===== src/rtl/core/assert_macros.svh =====
// ----------------------------------------------------------------------------
// Assertion macros
// Concurrent assertion helpers shared by the RTL; empty when SYNTH is set.
// ----------------------------------------------------------------------------
`ifndef ASSERT_MACROS_SVH
`define ASSERT_MACROS_SVH

`ifndef SYNTH
// Checked property, skipped while reset is high
`define ASSERT_RST(lbl, clk, rst, prop) \
  lbl: assert property (@(posedge clk) disable iff (rst) (prop)) \
    else $error("assertion failed");
// Checked property, also checked during reset
`define ASSERT_ALWAYS(lbl, clk, prop) \
  lbl: assert property (@(posedge clk) (prop)) \
    else $error("assertion failed");
`else
`define ASSERT_RST(lbl, clk, rst, prop)
`define ASSERT_ALWAYS(lbl, clk, prop)
`endif

`endif


===== src/rtl/core/vcc_pkg.sv =====
// ----------------------------------------------------------------------------
// vcc_pkg
// Types, codes and constant tables of the vending change controller.
// ----------------------------------------------------------------------------
`default_nettype none

package vcc_pkg;

  localparam int NumProducts = 4;
  localparam int NumDenoms   = 8;
  localparam int NumPrices   = 4;

  localparam int CntW    = 8;    // stock / coin counts
  localparam int PriceW  = 12;
  localparam int MoneyW  = 10;
  localparam int BalW    = 16;
  localparam int ProdW   = 18;   // count times coin value
  localparam int ShiftW  = 4;    // divider bit position, 0..CntW

  // Commands
  localparam logic [2:0] CMD_INSERT     = 3'd0;
  localparam logic [2:0] CMD_SELECT     = 3'd1;
  localparam logic [2:0] CMD_CHANGE     = 3'd2;
  localparam logic [2:0] CMD_LOAD_STOCK = 3'd3;
  localparam logic [2:0] CMD_LOAD_COINS = 3'd4;

  // Result status codes
  localparam logic [2:0] ST_ACCEPTED    = 3'd0;
  localparam logic [2:0] ST_REJECTED    = 3'd1;
  localparam logic [2:0] ST_VENDED      = 3'd2;
  localparam logic [2:0] ST_NO_STOCK    = 3'd3;
  localparam logic [2:0] ST_SHORT_FUNDS = 3'd4;
  localparam logic [2:0] ST_COINS_OUT   = 3'd5;
  localparam logic [2:0] ST_CHANGE_DONE = 3'd6;
  localparam logic [2:0] ST_LOADED      = 3'd7;

  typedef struct packed {
    logic [2:0]        cmd;
    logic [MoneyW-1:0] money_value;
    logic [1:0]        product_index;
    logic [2:0]        denom_index;
    logic [CntW-1:0]   load_count;
  } vcc_in_t;

  typedef struct packed {
    logic [2:0]        status;
    logic [1:0]        product_out;
    logic [MoneyW-1:0] denomination;
    logic [CntW-1:0]   coin_count;
    logic [BalW-1:0]   balance_now;
    logic [BalW-1:0]   remaining_change;
    logic              last;
  } vcc_out_t;

  // Divider status toward the sequencer
  typedef struct packed {
    logic            busy;
    logic            done;
    logic [CntW-1:0] quot;   // saturated at all ones
  } vcc_div_st_t;

  // Coin value of each slot, slot 0 largest
  function automatic logic [MoneyW-1:0] denom_val(input logic [2:0] slot);
    logic [MoneyW-1:0] v;
    case (slot)
      3'd0:    v = 10'd1000;
      3'd1:    v = 10'd500;
      3'd2:    v = 10'd200;
      3'd3:    v = 10'd100;
      3'd4:    v = 10'd50;
      3'd5:    v = 10'd25;
      3'd6:    v = 10'd10;
      default: v = 10'd5;
    endcase
    return v;
  endfunction

  function automatic logic [CntW-1:0] stock_init(input logic [1:0] idx);
    logic [CntW-1:0] v;
    case (idx)
      2'd0:    v = 8'd10;
      2'd1:    v = 8'd20;
      2'd2:    v = 8'd30;
      default: v = 8'd25;
    endcase
    return v;
  endfunction

  function automatic logic [CntW-1:0] box_init(input logic [2:0] slot);
    logic [CntW-1:0] v;
    case (slot)
      3'd0:    v = 8'd0;
      3'd1:    v = 8'd10;
      3'd2:    v = 8'd20;
      3'd3:    v = 8'd43;
      3'd4:    v = 8'd48;
      3'd5:    v = 8'd80;
      default: v = 8'd1;
    endcase
    return v;
  endfunction

  function automatic logic [PriceW-1:0] price_init(input logic [1:0] idx);
    logic [PriceW-1:0] v;
    case (idx)
      2'd0:    v = 12'd250;
      2'd1:    v = 12'd120;
      2'd2:    v = 12'd320;
      default: v = 12'd240;
    endcase
    return v;
  endfunction

endpackage

`default_nettype wire


===== src/rtl/core/vcc_div.sv =====
// ----------------------------------------------------------------------------
// vcc_div
// Shared restoring divider: one compare-subtract per cycle, quotient
// saturated to the count width.
// ----------------------------------------------------------------------------
`default_nettype none

module vcc_div (
  input  wire logic                       clk,
  input  wire logic                       rst,
  input  wire logic                       start,
  input  wire logic [vcc_pkg::BalW-1:0]   dividend,
  input  wire logic [vcc_pkg::MoneyW-1:0] divisor,
  output vcc_pkg::vcc_div_st_t            st
);
  import vcc_pkg::*;

  logic              busy;
  logic              done;
  logic [BalW-1:0]   rem;
  logic [MoneyW-1:0] dsr;
  logic [ShiftW-1:0] pos;
  logic [CntW-1:0]   quot;
  logic [ProdW-1:0]  trial;
  logic              ge;
  logic              step_end;

  // Divisor shifted to the current quotient bit
  assign trial = {{(ProdW-MoneyW){1'b0}}, dsr} << pos;
  assign ge    = {{(ProdW-BalW){1'b0}}, rem} >= trial;

  // Overflow found on the first step, or the last quotient bit resolved
  assign step_end = busy && ((pos == ShiftW'(CntW) && ge) || pos == '0);

  // Control
  always_ff @(posedge clk) begin
    if (rst) begin
      busy <= 1'b0;
      done <= 1'b0;
    end else begin
      done <= step_end && !start;
      if (start) begin
        busy <= 1'b1;
      end else if (step_end) begin
        busy <= 1'b0;
      end
    end
  end

  // Datapath; first step tests for overflow past the count width
  always_ff @(posedge clk) begin
    if (start) begin
      rem  <= dividend;
      dsr  <= divisor;
      pos  <= ShiftW'(CntW);
      quot <= '0;
    end else if (busy) begin
      if (pos == ShiftW'(CntW)) begin
        if (ge) quot <= '1;
        pos <= pos - 1'b1;
      end else begin
        if (ge) rem <= rem - trial[BalW-1:0];
        quot[pos[2:0]] <= ge;
        if (pos != '0) pos <= pos - 1'b1;
      end
    end
  end

  assign st.busy = busy;
  assign st.done = done;
  assign st.quot = quot;

endmodule

`default_nettype wire


===== src/rtl/core/vending_change_controller_unit.sv =====
// Insert, select, load and unknown commands give a registered result; the
//   next command can be taken while that result is shown, if not stalled.
// Change: each skipped slot takes a scan step, and each slot paid out goes
//   through scan, up to 9 divider steps and its done, multiply, subtract and
//   emit; emit waits while results are stalled. One command at a time.
// Synchronous reset restores prices, stock, coin box and clears balance.
// ----------------------------------------------------------------------------
// vending_change_controller_unit
// Vending controller with balance, stock, coin box and greedy change.
// ----------------------------------------------------------------------------
`default_nettype none

`include "assert_macros.svh"

module vending_change_controller_unit (
  input  wire logic                       clk,
  input  wire logic                       rst,
  input  wire logic                       cfg_we,
  input  wire logic [1:0]                 cfg_index,
  input  wire logic [vcc_pkg::PriceW-1:0] cfg_data,
  input  wire logic                       cmd_valid,
  output logic                            cmd_stall,
  input  wire vcc_pkg::vcc_in_t           cmd_item,
  output logic                            res_valid,
  input  wire logic                       res_stall,
  output vcc_pkg::vcc_out_t               res_item
);
  import vcc_pkg::*;

  localparam logic [2:0] S_IDLE  = 3'd0;
  localparam logic [2:0] S_SCAN  = 3'd1;
  localparam logic [2:0] S_DIV   = 3'd2;
  localparam logic [2:0] S_MUL   = 3'd3;
  localparam logic [2:0] S_SUB   = 3'd4;
  localparam logic [2:0] S_COIN  = 3'd5;
  localparam logic [2:0] S_DONE  = 3'd6;

  logic [2:0]        state;
  logic [PriceW-1:0] price   [NumPrices];
  logic [CntW-1:0]   stock   [NumProducts];
  logic [CntW-1:0]   box     [NumDenoms];
  logic [BalW-1:0]   balance;        // amount owed while paying change
  logic [2:0]        slot;
  logic [CntW-1:0]   ncoins;
  logic [ProdW-1:0]  paid;

  logic              out_free;
  logic              accept;
  logic              div_start;
  vcc_div_st_t       div_st;
  logic [MoneyW-1:0] cur_val;
  logic [CntW-1:0]   cur_box;
  logic              skip;
  logic              money_ok;
  logic [BalW:0]     bal_sum;
  logic [CntW-1:0]   sel_stock;
  logic [PriceW-1:0] sel_price;
  vcc_out_t          res_item_next;

  assign out_free  = !res_valid || !res_stall;
  assign cmd_stall = (state != S_IDLE) || !out_free;
  assign accept    = cmd_valid && !cmd_stall;

  assign cur_val   = denom_val(slot);
  assign cur_box   = box[slot];
  assign skip      = (cur_box == '0) || (balance < {{(BalW-MoneyW){1'b0}}, cur_val});
  assign div_start = (state == S_SCAN) && !skip;

  assign sel_stock = stock[cmd_item.product_index];
  assign sel_price = price[cmd_item.product_index];
  assign bal_sum   = {1'b0, balance} + {{(BalW+1-MoneyW){1'b0}}, cmd_item.money_value};

  // Insert accepts only exact denomination values
  always_comb begin
    money_ok = 1'b0;
    for (int i = 0; i < NumDenoms; i++) begin
      if (cmd_item.money_value == denom_val(3'(i))) money_ok = 1'b1;
    end
  end

  // Shared divider: owed / coin value
  vcc_div u_div (
    .clk      (clk),
    .rst      (rst),
    .start    (div_start),
    .dividend (balance),
    .divisor  (cur_val),
    .st       (div_st)
  );

  // Price registers
  always_ff @(posedge clk) begin
    if (rst) begin
      for (int i = 0; i < NumPrices; i++) price[i] <= price_init(2'(i));
    end else if (cfg_we) begin
      price[cfg_index] <= cfg_data;
    end
  end

  // Sequencer, balance, stock and coin box
  always_ff @(posedge clk) begin
    if (rst) begin
      state   <= S_IDLE;
      balance <= '0;
      slot    <= '0;
      for (int i = 0; i < NumProducts; i++) stock[i] <= stock_init(2'(i));
      for (int i = 0; i < NumDenoms; i++) box[i] <= box_init(3'(i));
    end else begin
      unique case (state)
        S_IDLE: begin
          if (accept) begin
            unique case (cmd_item.cmd)
              CMD_INSERT: begin
                if (money_ok) balance <= bal_sum[BalW] ? '1 : bal_sum[BalW-1:0];
              end
              CMD_SELECT: begin
                if (sel_stock != '0 &&
                    balance >= {{(BalW-PriceW){1'b0}}, sel_price}) begin
                  stock[cmd_item.product_index] <= sel_stock - 1'b1;
                  balance <= balance - {{(BalW-PriceW){1'b0}}, sel_price};
                end
              end
              CMD_CHANGE: begin
                slot  <= '0;
                state <= S_SCAN;
              end
              CMD_LOAD_STOCK: stock[cmd_item.product_index] <= cmd_item.load_count;
              CMD_LOAD_COINS: box[cmd_item.denom_index] <= cmd_item.load_count;
              default: ;
            endcase
          end
        end
        S_SCAN: begin
          if (!skip) begin
            state <= S_DIV;
          end else if (slot == 3'(NumDenoms-1)) begin
            state <= S_DONE;
          end else begin
            slot <= slot + 1'b1;
          end
        end
        S_DIV: begin
          if (div_st.done) begin
            ncoins <= (div_st.quot < cur_box) ? div_st.quot : cur_box;
            state  <= S_MUL;
          end
        end
        S_MUL: begin
          paid  <= {{(ProdW-CntW){1'b0}}, ncoins} * {{(ProdW-MoneyW){1'b0}}, cur_val};
          state <= S_SUB;
        end
        S_SUB: begin
          balance   <= balance - paid[BalW-1:0];
          box[slot] <= cur_box - ncoins;
          state     <= S_COIN;
        end
        S_COIN: begin
          if (out_free) begin
            if (slot == 3'(NumDenoms-1)) begin
              state <= S_DONE;
            end else begin
              slot  <= slot + 1'b1;
              state <= S_SCAN;
            end
          end
        end
        S_DONE: begin
          if (out_free) begin
            balance <= '0;
            state   <= S_IDLE;
          end
        end
        default: state <= S_IDLE;
      endcase
    end
  end

  // Result of a single-transaction command
  always_comb begin
    res_item_next = '{status: ST_REJECTED, product_out: '0, denomination: '0,
                      coin_count: '0, balance_now: balance, remaining_change: '0,
                      last: 1'b1};
    case (cmd_item.cmd) inside
      CMD_INSERT: begin
        res_item_next.status = money_ok ? ST_ACCEPTED : ST_REJECTED;
        if (money_ok) res_item_next.balance_now = bal_sum[BalW] ? '1 : bal_sum[BalW-1:0];
      end
      CMD_SELECT: begin
        res_item_next.product_out = cmd_item.product_index;
        if (sel_stock == '0) begin
          res_item_next.status = ST_NO_STOCK;
        end else if (balance < {{(BalW-PriceW){1'b0}}, sel_price}) begin
          res_item_next.status = ST_SHORT_FUNDS;
        end else begin
          res_item_next.status      = ST_VENDED;
          res_item_next.balance_now = balance - {{(BalW-PriceW){1'b0}}, sel_price};
        end
      end
      CMD_LOAD_STOCK, CMD_LOAD_COINS: res_item_next.status = ST_LOADED;
      default: ;
    endcase
  end

  // Output register control
  always_ff @(posedge clk) begin
    if (rst) begin
      res_valid <= 1'b0;
    end else if (accept && cmd_item.cmd != CMD_CHANGE) begin
      res_valid <= 1'b1;
    end else if ((state == S_COIN || state == S_DONE) && out_free) begin
      res_valid <= 1'b1;
    end else if (!res_stall) begin
      res_valid <= 1'b0;
    end
  end

  // Output register payload
  always_ff @(posedge clk) begin
    if (accept && cmd_item.cmd != CMD_CHANGE) begin
      res_item <= res_item_next;
    end else if (state == S_COIN && out_free) begin
      res_item <= '{status: ST_COINS_OUT, product_out: '0, denomination: cur_val,
                    coin_count: ncoins, balance_now: balance,
                    remaining_change: balance, last: 1'b0};
    end else if (state == S_DONE && out_free) begin
      res_item <= '{status: ST_CHANGE_DONE, product_out: '0, denomination: '0,
                    coin_count: '0, balance_now: '0, remaining_change: balance,
                    last: 1'b1};
    end
  end

  // Checks
  `ASSERT_RST(a_accept_idle, clk, rst, accept |-> state == S_IDLE)
  `ASSERT_RST(a_div_done_in_div, clk, rst, div_st.done |-> state == S_DIV)
  `ASSERT_RST(a_div_busy_in_div, clk, rst, div_st.busy |-> state == S_DIV)
  `ASSERT_RST(a_coin_nonzero, clk, rst,
              (res_valid && res_item.status == ST_COINS_OUT) |-> res_item.coin_count != '0)
  `ASSERT_RST(a_change_clears, clk, rst,
              (state == S_DONE && out_free) |=> (balance == '0 && state == S_IDLE))

endmodule

`default_nettype wire

===== config.mk =====
export PLATFORM = sky130hd
export DESIGN_NAME = vending_change_controller_unit
export DESIGN_NICKNAME = d
export VERILOG_FILES = /design/src/rtl/core/vcc_pkg.sv /design/src/rtl/core/vcc_div.sv /design/src/rtl/core/vending_change_controller_unit.sv
export VERILOG_INCLUDE_DIRS = /design/src /design/src/rtl/core
export SDC_FILE = /design/constraint.sdc
export NUM_CORES = 1
export LEC_CHECK = 0
export ABC_AREA = 1
export CAP_MARGIN = 20
export CORE_MARGIN = 3
export CORE_UTILIZATION = 50
export CTS_CLUSTER_DIAMETER = 30
export DETAILED_ROUTE_END_ITERATION = 6
export DONT_BUFFER_PORTS = 1
export PLACE_DENSITY = 0.61
export SYNTH_ARGS = -nofsm -noshare
export SYNTH_HDL_FRONTEND = slang
export SYNTH_HIERARCHICAL = 1
export SYNTH_SLANG_ARGS = --single-unit
export TNS_END_PERCENT = 100

===== constraint.sdc =====
create_clock -name clk -period 11.2 [get_ports clk]
set_input_delay 1.68 -clock clk [delete_from_list [all_inputs] [get_ports clk]]
set_output_delay 1.68 -clock clk [all_outputs]
set_load 0.005 [all_outputs]

## Word level (Yosys, flattened, before mapping)

Memories as Yosys holds them, arrays and structs flattened. A register that Yosys moved wholly into a read port is not among the register bits.
Index checks and enable logic that the tools add are counted.
W data, S select, Z words.

| storage, ports and cells | value |
|---|---|
| bits in writable memories | 144 |
| memories | 3 |
| flip-flop bits (word level) | 143 |

| operators by class | value |
|---|---|
| equality and inequality tests | 39 |
| shift-type cells | 1 |
| bitwise gates (word level) | 2 |
| multipliers | 1 |
| multiplexer cells | 115 |
| reductions and logical operators | 52 |
| $lt $le $gt $ge | 7 |
| $add $sub $neg | 8 |

Memories:

| memory | depth | width | read ports | clocked after memory_dff | write ports | line | source |
|---|---|---|---|---|---|---|---|
| box | 8 | 8 | 1 | 1 | 8 | vending_change_controller_unit.sv:41 | `logic [CntW-1:0] box [NumDenoms];` |
| price | 4 | 12 | 1 | 0 | 4 | vending_change_controller_unit.sv:39 | `logic [PriceW-1:0] price [NumPrices];` |
| stock | 4 | 8 | 1 | 0 | 4 | vending_change_controller_unit.sv:40 | `logic [CntW-1:0] stock [NumProducts];` |

Operators by type and width:

| cell | count |
|---|---|
| $mux W16 | 13 |
| $mux W56 | 3 |
| $mux W8 | 16 |
| $pmux W10 S7 | 1 |
| $mux W3 | 22 |
| $mux W12 | 5 |
| $pmux W16 S3 | 1 |
| $mux W1 | 43 |
| $pmux W16 S2 | 1 |
| $sub A16 B16 Y16 | 2 |
| $eq A3 B3 Y1 const B | 8 |
| $reduce_or A8 Y1 | 3 |
| $pmux W3 S7 | 1 |
| $eq A3 B2 Y1 const B | 6 |
| $ge A16 B18 Y1 | 1 |
| $shl A10 B4 Y18 | 1 |
| $add A16 B10 Y17 | 1 |
| $ge A16 B12 Y1 | 1 |
| $logic_not A8 Y1 | 2 |
| $lt A16 B10 Y1 | 1 |
| $lt A16 B12 Y1 | 1 |
| $mul A8 B10 Y16 | 1 |
| $sub A16 B12 Y16 | 1 |
| $reduce_bool A3 Y1 | 4 |
| 43 further kinds | 86 |

## Depth between registers and ports, before layout

| depth | value |
|---|---|
| word-level depth | 13 |
| mapped depth | 26 |

## Modules after synthesis

Netlist, hierarchy kept.

By module, submodules not included:

| module | sequential area each (sq um) | cells each | times used | area each (sq um) |
|---|---|---|---|---|
| vending_change_controller_unit | 6896.6 | 2145 | 1 | 17290.3 |
| vcc_div | 1061.0 | 407 | 1 | 2945.3 |

## Worst setup path after synthesis

OpenSTA, ideal clock, no wires.

| timing path | value |
|---|---|
| path type | register to register |
| start point | reg slot[1] |
| end point | reg paid[14], data pin |
| slack | 6.195 ns |
| period minus slack after synthesis | 5.005 ns |
| required time | 10.935 ns |
| cell stages (with the launch flop) | 23 |
| library setup time | 0.265 ns |
| buffers on the path | 0 |
| arrival | 4.740 ns |
| cell sequence | dfxtp_1 -> inv_1 -> ha_1 -> inv_1 -> nor2_1 -> clkinv_1 -> nand3_1 -> nand2_1 -> inv_1 -> fa_1 -> fa_1 -> fa_1 -> inv_1 -> fa_1 -> inv_1 -> ha_1 -> nand2_1 -> nor3_1 -> nor2_1 -> o21ai_0 -> a21oi_1 -> o21ai_0 -> xor2_1 |

| between the ends | value |
|---|---|
| word-level cells in the longest chain between the ends | 3 |
| elaborated cells between the ends (all ways) | 9 |
| those cells by class | 1 x mul; 6 x eq/ne; 1 x mux; 1 x reduce/logical |

RTL lines:

| item | line | source |
|---|---|---|
| from (decl) | vending_change_controller_unit.sv:43 | `logic [2:0] slot;` |
| from (signal assigned) | vending_change_controller_unit.sv:139 | `slot <= slot + 1'b1;` |
| from (signal assigned) | vending_change_controller_unit.sv:162 | `slot <= slot + 1'b1;` |
| $eq A3 B3 Y1, or another cell as far along | vcc_pkg.sv:65 | `case (slot)` |
| $pmux W10 S7 * | vcc_pkg.sv:65 |  |
| net cur_val[9] | vending_change_controller_unit.sv:51 | `logic [MoneyW-1:0] cur_val;` |
| $mul A8 B10 Y16 * | vending_change_controller_unit.sv:149 | `paid <= {{(ProdW-CntW){1'b0}}, ncoins} * {{(ProdW-MoneyW){1'b0}}, cur_val};` |
| to (signal assigned) | vending_change_controller_unit.sv:149 |  |
| to (decl) | vending_change_controller_unit.sv:45 | `logic [ProdW-1:0] paid;` |

Mark *: on every way through the listed nets, which the timed path passes. The rest lies on a longest branch.
A chain may end at the register's enable or synchronous reset.

## Worst setup path in the final report

Same ends and word-level chain as after synthesis.

==> metrics <==
Pint=4.216 mW; wire per inst=19.18 um; DRT iter0 DRCs=1757; Clock Tree Buf Depth=3; initial antenna violation count=3; FILL cells=3712; Clock Latency Late Sink=0.58 ns; via count=17672; Hold Fails Final Rpt=0; Worst R2R Start=slot[1]; crit-path max FO=10; Initial Util=50.79%; run status=completed; cell total after placement=3009; Vias/cell=5.617; largest net degree at the start of global routing=47; Final Util=58.41%; Synth Warn #=6; setup bufs post-CTS=0; Crit. End Element=flop; Placed Area=0.02057 sq mm; Die Area=0.04290 sq mm; Post-Syn Instances=2551; switching power=2.993 mW; number of buffers created by CTS=73; Final ANT Viol Nets=0; clk_skew=0.01634 ns; power share of the clock group=31.4%; RSZ-0062 raised after global routing=false; Hold Buf Count CTS=0; clk sinks=290; Power Dens Cells=309.9 mW/mm^2; Setup violations, final=0; final worst slack=5.416 ns; Max Cap Viol=0; Post-Route Setup TNS=0 ns; Clock Tree Root=clkbuf_16; fin cells=3146; die extent in y=207.1 um; layout cell share with drive strength beyond 1=10.11%; CP Data Required Time=11.52 ns; Final Total Pwr=7.209 mW; critical path startpoint category=flop; total grt overflow=0; routability cong.=0.9007; Core ar.=0.03982 sq mm; Total GRT Usage=27.55%; Post-Syn Nets=2762; H-tree depth=3; worst setup path category=flop to flop; Cell Rows=73; syn_area_per_cell=7.929 sq um; relative slew slack=25.83%; hpwl dp=43.71 mm; CP Data Arrival Time=6.10 ns; switching power share of the total=41.51%; Reg power frac=23.6%; final instance area=0.02326 sq mm; DRT Pass-1 Iters=5; drt drc=0; first-pass GRT wire length=94.54 mm; Leak=10.34 nW; number of port buffers=0; Clock Pin Slew Worst Setup and Hold Paths=0.05 ns; Hold Path Class=flop to flop; Final min period=5.784 ns; pre-CTS setup slack=5.466 ns; vias in the first global route=17149; CTS tree=done; maximum vdd drop=0.1922 mV; area growth from synthesis to layout=14.99%; Resized cells post-CTS=0; nets=2771; final wirelength=60.34 mm; Slew Limit Fails=0; num ports=103; Gate power share=45.0%; CP startpoint=slot[1]; chip width=207.1 um; Worst-Margin Slew=1.113 ns; smallest hold slack=0.4886 ns; HP Start=res_item[0]; Final Cycle Share=51.65%; FMAX=172.9 MHz; Synth Cell Area=0.02023 sq mm
-- flip-flops by register name, summed over array words and instances, names as in the netlist, 10 cells and up, named ones only --
register and flops:
u_div/rem 16, res_item 56, u_div/dsr 10, paid 16
price 48, box 64, balance 16, stock 32
-- path summary, 6_finish.rpt --
check,cells after the start,to,slack [ns]
setup reg to reg,22,paid[14],5.42
hold reg to reg,2,res_item[0],0.49
hold / removal,2,res_item[0],0.49
setup / recovery,22,paid[14],5.42
-- routing by layer --
layer / part of all wire (%) / GRT usage [%] / routed length, um
met1: 43 / 36.94 / 26240
met3: 7.4 / 5.831 / 4447
met4: 3.5 / 10.86 / 2113
met2: 46 / 43.91 / 27520
met5: 0.038 / 0 / 23
-- critical path, stage by stage (launching register included) --
cell      delay (ns)
dfxtp_1         0.37
inv_1           0.16
ha_1            0.20
inv_1           0.05
nor2_1          0.26
clkinv_1        0.27
nand3_1         0.38
nand2_1         0.10
inv_1           0.09
fa_1            0.45
fa_1            0.53
fa_1            0.54
inv_1           0.05
fa_1            0.53
inv_1           0.04
ha_1            0.33
nand2_1         0.09
nor3_1          0.25
nor2_1          0.11
o21ai_0         0.30
a21oi_1         0.11
o21ai_0         0.21
xor2_1          0.09
-- final cells by class --
type	count	area [sq um]	share of cell area, %
tap	525	656.9	2.824
inverter	335	1267	5.449
sequential	290	7958	34.21
clock buffer	84	1919	8.252
clock inverter	51	739.5	3.179
multi-input combinational	1847	10600	45.57
antenna	1	2.502	0.01076
timing repair buffer	13	117.6	0.5056
-- power by group through the flow --
stage | registers (mW) | clock network (mW) | logic, mW
finish | 1.70 | 2.27 | 3.24
global route | 1.71 | 2.35 | 3.70
CTS | 1.70 | 2.29 | 3.21
detailed placement | 1.71 | 0 | 3.19
global placement | 1.71 | 0 | 3.15
floorplan | 1.57 | 0 | 2.53
-- cell usage in the layout (no fill, tap or decap), types with 52 or more instances in the layout --
| cell type | instances |
|---|---|
| nor2_1 | 339 |
| o21ai_0 | 139 |
| fa_1 | 52 |
| o21ai_1 | 55 |
| clkbuf_16 | 74 |
| nand2_1 | 554 |
| edfxtp_1 | 215 |
| ha_1 | 114 |
| a21oi_1 | 166 |
| inv_1 | 296 |
| dfxtp_1 | 75 |
| nand3_1 | 152 |
Note: power is estimated with default switching activity, not from simulation.
